### src/rtl/h2r_pkg.sv
// Shared types, constants and a helper function for the HSL to RGB converter.
package h2r_pkg;

   // Hue positions in units of 1/12288 of a turn (one third = 4096)
   localparam int unsigned TURN_UNITS       = 12288;
   localparam int unsigned THIRD_UNITS      = 4096;
   localparam int unsigned SIXTH_UNITS      = 2048;
   localparam int unsigned HALF_UNITS       = 6144;
   localparam int unsigned TWO_THIRDS_UNITS = 8192;

   // Field widths
   localparam int unsigned HUE_W  = 12;
   localparam int unsigned CHAN_W = 8;
   localparam int unsigned POS_W  = 14;  // hue position, 0..12288
   localparam int unsigned LVL_W  = 16;  // q and p over 255*255, 0..65025
   localparam int unsigned RAMP_W = 12;  // ramp offset, 0..2048

   // Segment of the hue ramp that a channel falls in
   typedef enum logic [1:0] {
      SEG_UP   = 2'd0,
      SEG_FLAT = 2'd1,
      SEG_DOWN = 2'd2,
      SEG_LOW  = 2'd3
   } h2r_seg_type;

   // Stage load enables and the stage 3 valid flag shared with the channel datapath
   typedef struct packed {
      logic load2;
      logic load3;
      logic load4;
      logic val3;
   } h2r_ctl_type;

   // Exact floor(x / 255) for x up to 65279
   function automatic logic [CHAN_W-1:0] div255(input logic [LVL_W-1:0] x);
      logic [LVL_W:0] sum;
      sum = {1'b0, x} + {9'd0, x[LVL_W-1:8]} + 17'd1;
      return sum[15:8];
   endfunction

endpackage

### src/rtl/hsl_to_rgb_converter_top.sv
// Top level of the HSL to RGB pixel converter: stream ports and pipeline control.
//
// Usage:
//   Pixels enter on the req_ stream (tvalid/tready/tdata) and leave as 8-bit
//   RGB on the rsp_ stream. Each transaction carries one pixel; every input
//   transaction gives exactly one output transaction, in order.
//   The datapath is a four-stage pipeline: q/p levels and hue positions,
//   ramp segment selection, ramp multiply, and the scale to 8 bits. A pixel
//   passes through the stages in that order, and while the output is not
//   stalled, one pixel can be accepted every clock cycle.
//   Each stage has its own valid bit and loads when it is empty or when the
//   stage after it moves on, so bubbles collapse. When the receiver holds
//   rsp_tready low the output register keeps its transaction, the stages
//   behind it fill up, and req_tready drops only once all four are full.
//   Synchronous reset clears all valid bits; the payload registers are not
//   reset and no output transaction is shown until new pixels arrive.
//   Zero saturation gives gray at the lightness value on all channels.
module hsl_to_rgb_converter_top (
   input  logic        clock,
   input  logic        reset,
   input  logic        req_tvalid,
   output logic        req_tready,
   input  logic [31:0] req_tdata,   // [11:0] hue, [19:12] saturation, [27:20] lightness, zeros
   output logic        rsp_tvalid,
   input  logic        rsp_tready,
   output logic [23:0] rsp_tdata    // [7:0] red_out, [15:8] green_out, [23:16] blue_out
);
   import h2r_pkg::*;

   logic [HUE_W-1:0]  hue;
   logic [CHAN_W-1:0] sat, lig;

   // Valid bits and stage load enables
   logic v1_ff, v2_ff, v3_ff, v4_ff;
   logic a1, a2, a3, a4;
   h2r_ctl_type ctl;

   // Stage 1 payload
   logic [LVL_W-1:0] q1_ff, q1_in, p1_ff, p1_in;
   logic [POS_W-1:0] tr_ff, tr_in, tg_ff, tg_in, tb_ff, tb_in;

   logic [LVL_W-1:0] ls, l255, s255;
   logic [LVL_W:0]   q_sum, l510, p_sum;
   logic [POS_W-1:0] h3;
   logic [POS_W:0]   tr_sum, tb_sum;

   logic [CHAN_W-1:0] red, green, blue;

   assign hue = req_tdata[11:0];
   assign sat = req_tdata[19:12];
   assign lig = req_tdata[27:20];

   // Pipeline flow: a stage loads when empty or when its successor moves
   assign a4 = !v4_ff || rsp_tready;
   assign a3 = !v3_ff || a4;
   assign a2 = !v2_ff || a3;
   assign a1 = !v1_ff || a2;
   assign req_tready = a1;

   assign ctl.load2 = a2 && v1_ff;
   assign ctl.load3 = a3 && v2_ff;
   assign ctl.load4 = a4 && v3_ff;
   assign ctl.val3  = v3_ff;

   always_ff @(posedge clock) begin
      if (reset) begin
         v1_ff <= 1'b0;
         v2_ff <= 1'b0;
         v3_ff <= 1'b0;
         v4_ff <= 1'b0;
      end else begin
         if (a1) v1_ff <= req_tvalid;
         if (a2) v2_ff <= v1_ff;
         if (a3) v3_ff <= v2_ff;
         if (a4) v4_ff <= v3_ff;
      end
   end

   // Form q and p over 255*255 from lightness and saturation
   assign ls   = LVL_W'(lig) * LVL_W'(sat);
   assign l255 = {lig, 8'h00} - {8'h00, lig};
   assign s255 = {sat, 8'h00} - {8'h00, sat};

   always_comb begin
      if (!lig[7]) begin
         q_sum = {1'b0, l255} + {1'b0, ls};
      end else begin
         q_sum = {1'b0, l255} + {1'b0, s255} - {1'b0, ls};
      end
   end

   assign q1_in = q_sum[LVL_W-1:0];
   assign l510  = {lig, 9'd0} - {8'd0, lig, 1'b0};
   assign p_sum = l510 - {1'b0, q1_in};
   assign p1_in = p_sum[LVL_W-1:0];

   // Place each channel on the hue ramp, wrapping past a full turn
   assign h3     = POS_W'({hue, 1'b0}) + POS_W'(hue);
   assign tr_sum = (POS_W+1)'(h3) + (POS_W+1)'(THIRD_UNITS);
   assign tb_sum = (POS_W+1)'(h3) + (POS_W+1)'(TWO_THIRDS_UNITS);

   always_comb begin
      tg_in = h3;
      if (tr_sum > (POS_W+1)'(TURN_UNITS)) begin
         tr_in = POS_W'(tr_sum - (POS_W+1)'(TURN_UNITS));
      end else begin
         tr_in = POS_W'(tr_sum);
      end
      if (tb_sum > (POS_W+1)'(TURN_UNITS)) begin
         tb_in = POS_W'(tb_sum - (POS_W+1)'(TURN_UNITS));
      end else begin
         tb_in = POS_W'(tb_sum);
      end
   end

   always_ff @(posedge clock) begin
      if (a1 && req_tvalid) begin
         q1_ff <= q1_in;
         p1_ff <= p1_in;
         tr_ff <= tr_in;
         tg_ff <= tg_in;
         tb_ff <= tb_in;
      end
   end

   // Channel datapaths, stages 2 through 4
   h2r_channel u_red (
      .clock (clock), .reset (reset), .ctl (ctl),
      .pos (tr_ff), .q_lvl (q1_ff), .p_lvl (p1_ff), .chan (red)
   );

   h2r_channel u_green (
      .clock (clock), .reset (reset), .ctl (ctl),
      .pos (tg_ff), .q_lvl (q1_ff), .p_lvl (p1_ff), .chan (green)
   );

   h2r_channel u_blue (
      .clock (clock), .reset (reset), .ctl (ctl),
      .pos (tb_ff), .q_lvl (q1_ff), .p_lvl (p1_ff), .chan (blue)
   );

   assign rsp_tvalid = v4_ff;
   assign rsp_tdata  = {blue, green, red};

   // Lower level never exceeds the upper level
   a_p_below_q: assert property (@(posedge clock) disable iff (reset)
      v1_ff |-> (p1_ff <= q1_ff))
      else $error("p level above q level");

   // Input backpressure only when every stage holds a transaction
   a_full_stall: assert property (@(posedge clock) disable iff (reset)
      !req_tready |-> (v1_ff && v2_ff && v3_ff && v4_ff))
      else $error("input stalled with an empty stage");

   // A stalled first stage keeps its levels
   a_stage1_hold: assert property (@(posedge clock) disable iff (reset)
      (v1_ff && !a2) |=> ($stable(q1_ff) && $stable(p1_ff) && $stable(tg_ff)))
      else $error("stalled stage 1 changed");

endmodule

### src/rtl/h2r_channel.sv
// One color channel: hue ramp segment, ramp interpolation and scale to 8 bits.
module h2r_channel (
   input  logic                      clock,
   input  logic                      reset,
   input  h2r_pkg::h2r_ctl_type      ctl,
   input  logic [h2r_pkg::POS_W-1:0] pos,
   input  logic [h2r_pkg::LVL_W-1:0] q_lvl,
   input  logic [h2r_pkg::LVL_W-1:0] p_lvl,
   output logic [h2r_pkg::CHAN_W-1:0] chan
);
   import h2r_pkg::*;

   // Stage 2 registers
   h2r_seg_type        seg_ff, seg_in;
   logic [RAMP_W-1:0]  ramp_ff, ramp_in;
   logic [LVL_W-1:0]   d_ff, d_in;
   logic [LVL_W-1:0]   q2_ff, p2_ff;
   // Stage 3 and 4 registers
   logic [LVL_W-1:0]   m_ff, m_in;
   logic [CHAN_W-1:0]  chan_ff;

   logic [POS_W-1:0]   down_off;
   logic [27:0]        prod;

   // Classify the hue position and form the ramp offset
   assign down_off = POS_W'(TWO_THIRDS_UNITS) - pos;

   always_comb begin
      d_in    = q_lvl - p_lvl;
      ramp_in = '0;
      if (pos < POS_W'(SIXTH_UNITS)) begin
         seg_in  = SEG_UP;
         ramp_in = RAMP_W'(pos);
      end else if (pos < POS_W'(HALF_UNITS)) begin
         seg_in  = SEG_FLAT;
      end else if (pos < POS_W'(TWO_THIRDS_UNITS)) begin
         seg_in  = SEG_DOWN;
         ramp_in = RAMP_W'(down_off);
      end else begin
         seg_in  = SEG_LOW;
      end
   end

   // Interpolate: p + (q - p) * offset / 2048, else plateau or floor level
   assign prod = 28'(d_ff) * 28'(ramp_ff);

   always_comb begin
      case (seg_ff)
         SEG_UP, SEG_DOWN: m_in = p2_ff + prod[26:11];
         SEG_FLAT:         m_in = q2_ff;
         SEG_LOW:          m_in = p2_ff;
         default:          m_in = p2_ff;
      endcase
   end

   // Advance the payload registers when each stage loads
   always_ff @(posedge clock) begin
      if (ctl.load2) begin
         seg_ff  <= seg_in;
         ramp_ff <= ramp_in;
         d_ff    <= d_in;
         q2_ff   <= q_lvl;
         p2_ff   <= p_lvl;
      end
      if (ctl.load3) begin
         m_ff <= m_in;
      end
      if (ctl.load4) begin
         chan_ff <= div255(m_ff);
      end
   end

   assign chan = chan_ff;

   // Interpolated level stays within the range the divide by 255 handles
   a_level_range: assert property (@(posedge clock) disable iff (reset)
      ctl.val3 |-> (m_ff <= 16'd65025))
      else $error("channel level out of range");

   // A valid stage 3 that does not load keeps its level
   a_level_hold: assert property (@(posedge clock) disable iff (reset)
      (ctl.val3 && !ctl.load3) |=> $stable(m_ff))
      else $error("stalled channel level changed");

endmodule

### config.mk
export PLATFORM = sky130hd
export DESIGN_NAME = hsl_to_rgb_converter_top
export DESIGN_NICKNAME = d
export VERILOG_FILES = /design/src/rtl/h2r_pkg.sv /design/src/rtl/hsl_to_rgb_converter_top.sv /design/src/rtl/h2r_channel.sv
export SDC_FILE = /design/constraint.sdc
export NUM_CORES = 2
export LEC_CHECK = 0
export BUFFER_PORTS_ARGS = -buffer_cell sky130_fd_sc_hd__buf_2
export CORE_ASPECT_RATIO = 1.25
export CORE_MARGIN = 5
export CORE_UTILIZATION = 25
export DETAILED_ROUTE_END_ITERATION = 6
export PLACE_DENSITY = 0.41
export SLEW_MARGIN = 20
export SYNTH_ARGS = -nofsm -noshare
export SYNTH_HDL_FRONTEND = slang
export SYNTH_SLANG_ARGS = --single-unit
### constraint.sdc
create_clock -name clock -period 17 [get_ports clock]
set_input_delay 0 -clock clock [delete_from_list [all_inputs] [get_ports clock]]
set_output_delay 0 -clock clock [all_outputs]
set_load 0.1 [all_outputs]
==> metrics.txt <==
Via Count=about 24,000; CP bufs+invs=5; die width=335 um; vias in the first global route=~25,000; Peak Freq=0.118 GHz; Core Rows=149; CTS Buf Count=24; htree depth=1; worst skew pair latency=slightly below 0.6 ns; share of cells above drive strength 1=0.0457; Critical path origin=u_blue.d_ff[8]; Mapped Avg Cell Area=9.31 sq um; EDFF count, synth=209; r2r endpoint=u_red.m_ff[15]; Total Power=6700 uW; CP top delay family=adder cells; routed len/inst=roughly 17 um; NetSw=3390 uW; Crit path depth=29; hold crit path type=in -> reg; Initial Util=0.251; Area Overhead vs Synth=9.77%; first drt pass iteration count=5; IO Count=a little over 60; Final ANT Viol Nets=0; RSZ-0062 raised after global routing=false; Leak Pwr=between 0.015 and 0.02 uW; Final nets=4,441; CP startpoint kind=register; GR Layer Usage met1=0.152; predominant post-synthesis flop cell=edfxtp_1; setup violators final=0; Slew HR=0.354; synthesized area=about 33,000 sq um; top fanout value on the critical path=19; DP Worst Slack=~8.4 ns; outcome=finished, final reports clean; commonest cells after routing, fill and taps aside=inv_1 (598), nand2_1 (491), fa_1 (461); Final Hold Fails=0; Period minus WS final=8.51 ns; setup TNS=0 ns; Syn. warnings=0; CTS root buffer=clkbuf_16; most common cell after layout, fill and taps aside=inv_1; GRT Util Overall=0.132; grt peak-use layer=met2; Switching Share=0.507; Crit Path Category=reg -> reg; Setup crit end kind=register; Core ar.=between 100,000 and 150,000 sq um; drt drc=0; clock buffer depth=3; Final Cycle Share=0.500; combinational share of power=0.782; Crit Reg-Reg Startpoint=u_blue.d_ff[8]; Critical Path Max Stage Delay=between 0.6 and 0.7 ns; Seq pwr share=0.140; Yosys reg bits=about 210; clk slew on worst S/H paths=0.06 ns; worst slew pin tran=between 0.9 and 1 ns; Crit path arrival time=8.85 ns; fin area=approximately 36,000 sq um; vias per inst=between 4 and 5; FFs w/ async S/R, synth=0; clock network power share=0.078; WHS=between 0.015 and 0.02 ns; initial antenna violation count=1; most frequent CP cell=fa_1; crit path capture=u_red.m_ff[15]; IO Port Bufs=57; GP Congestion=0.821; DP Area=roughly 35,000 sq um; post-CTS resize count=0; Netlist cell types=80; largest net degree at the start of global routing=55; grt total ovfl=0; slowest CP cell=o41ai_1; first-pass GRT wire length=around 140,000 um; Max Cap Viol=0; clk sinks=~210; worst vdd ir=between 150 and 200 uV; DIE AREA=140,000 sq um; FF-to-FF setup slack=8.49 ns; Worst R2R Path Depth=29; drt initial violations=approximately 810; sequential area share after synthesis=0.192; met3 Use GR=0.00703; DIE HEIGHT=417 um; PnR worst setup slack=around 8.5 ns; internal power=around 3300 uW; Synth Instances=between 3,000 and 4,000; final-report max-slew violation count=0; WP data required=about 17 ns; GR Layer Usage met2=0.259; clock skew=between 0.04 and 0.05 ns; aggregate routed wire length=approximately 92,000 um; Power Dens Cells=185 nW/um^2; CTS tree=done; dpl hpwl=71,800 um
[cells by family after synthesis]
group | count (synthesis) | synth area share
other cells | 1 | 0.000113
mux | 44 | 0.0138
buf+inv | 744 | 0.0850
flops | 213 | 0.192
simple gates | 1079 | 0.147
xor+xnor | 183 | 0.0499
fa+ha+maj | 836 | 0.421
compound gates | 451 | 0.0904
[registers in the layout (all words and copies together), names as in the netlist, 2 cells and up]
| register | cells |
|---|---|
| tr_ff | 14 |
| u_blue.p2_ff | 16 |
| u_blue.chan | 8 |
| u_red.seg_ff | 2 |
| u_green.m_ff | 16 |
| u_blue.d_ff | 15 |
| q1_ff | 16 |
| u_blue.seg_ff | 2 |
| tb_ff | 2 |
| u_red.m_ff | 16 |
| u_blue.ramp_ff | 12 |
| u_green.ramp_ff | 12 |
| u_green.seg_ff | 2 |
| u_blue.m_ff | 16 |
| p1_ff | 15 |
| u_green.chan | 8 |
| tg_ff | 2 |
| u_red.ramp_ff | 12 |
| u_blue.q2_ff | 15 |
| u_red.chan | 8 |
[power by group through the flow]
stage	Clock, uW	Sequential, uW	Combinational [uW]
after global placement	0	952	5300
after floorplan	0	898	3990
final	523	939	5230
after detailed placement	0	952	5300
after global routing	568	953	5950
after CTS	549	941	5340
[worst register-to-register path: cells and delay by family, from the launching register on]
| family | cells | cell delay (ns) |
|---|---|---|
| adder cells (fa/ha/maj) | 7 | 3.16 |
| AO/OA/AOI/OAI | 10 | 2.61 |
| buffers and inverters | 5 | 0.89 |
| AND/OR/NAND/NOR | 4 | 0.79 |
| XOR/XNOR | 3 | 0.47 |
| flip-flops | 1 | 0.34 |
[worst min path at each step]
stage / from / endpoint / slack, ns / cells past startpoint
after floorplan: reset / v1_ff / 0.07 / 1
after global placement: reset / v1_ff / 0.22 / 2
after detailed placement: reset / v2_ff / 0.22 / 2
after CTS: req_tdata[12] / q1_ff[1] / 0.004 / 3
after global routing: req_tdata[5] / tr_ff[6] / 0.04 / 4
final: req_tdata[5] / tr_ff[6] / 0.02 / 4
[cells in the mapped netlist, types with 11 or more instances]
library cell	n	area share
nor2b_1	13	0.0025
xnor2_1	144	0.038
o211ai_1	11	0.0025
and2_1	151	0.029
a22oi_1	30	0.0068
mux2_2	11	0.0037
o21ai_0	61	0.0092
nor3_1	54	0.0082
or3_1	13	0.0025
and3_1	15	0.0028
nor2_1	240	0.027
a21o_1	31	0.0070
o21a_1	48	0.011
clkbuf_1	129	0.015
inv_1	598	0.068
a21oi_1	119	0.018
nand2_1	491	0.056
edfxtp_1	209	0.19
xor2_1	36	0.0095
nor4_1	11	0.0021
mux2i_1	32	0.0097
ha_1	375	0.14
fa_1	461	0.28
nand2b_1	19	0.0036
o21ai_1	18	0.0027
o21bai_1	18	0.0041
a211oi_1	24	0.0055
nand3_1	30	0.0045
[layer usage]
metal  vias to the layer above  wire length [um]
met5                         -                 0
met1                     12100             37000
met2                       235             50600
li1                      11500                 -
met3                        78              1610
met4                         0              2910
[final cells by class]
class                      count  area, sq um
timing repair buffer         107          696
tap                         1736         2170
clock inverter                15          163
fill                       14200        95300
antenna                        1         2.50
sequential                   213         6360
clock buffer                  27          612
multi-input combinational   2614        24000
inverter                     609         2290
[stage by stage]
step	util	cells
finish	0.276	5322
global route	0.276	5321
CTS	0.276	5321
detailed placement	0.269	5265
global placement	0.269	5265
floorplan	-	3571
[timing repair]
item / CTS / global route
setup buffers: 0 / 0
hold buffers: 14 / 0
endpoints found under the hold margin: 13 / 0
(Power assumes the default switching activity.)
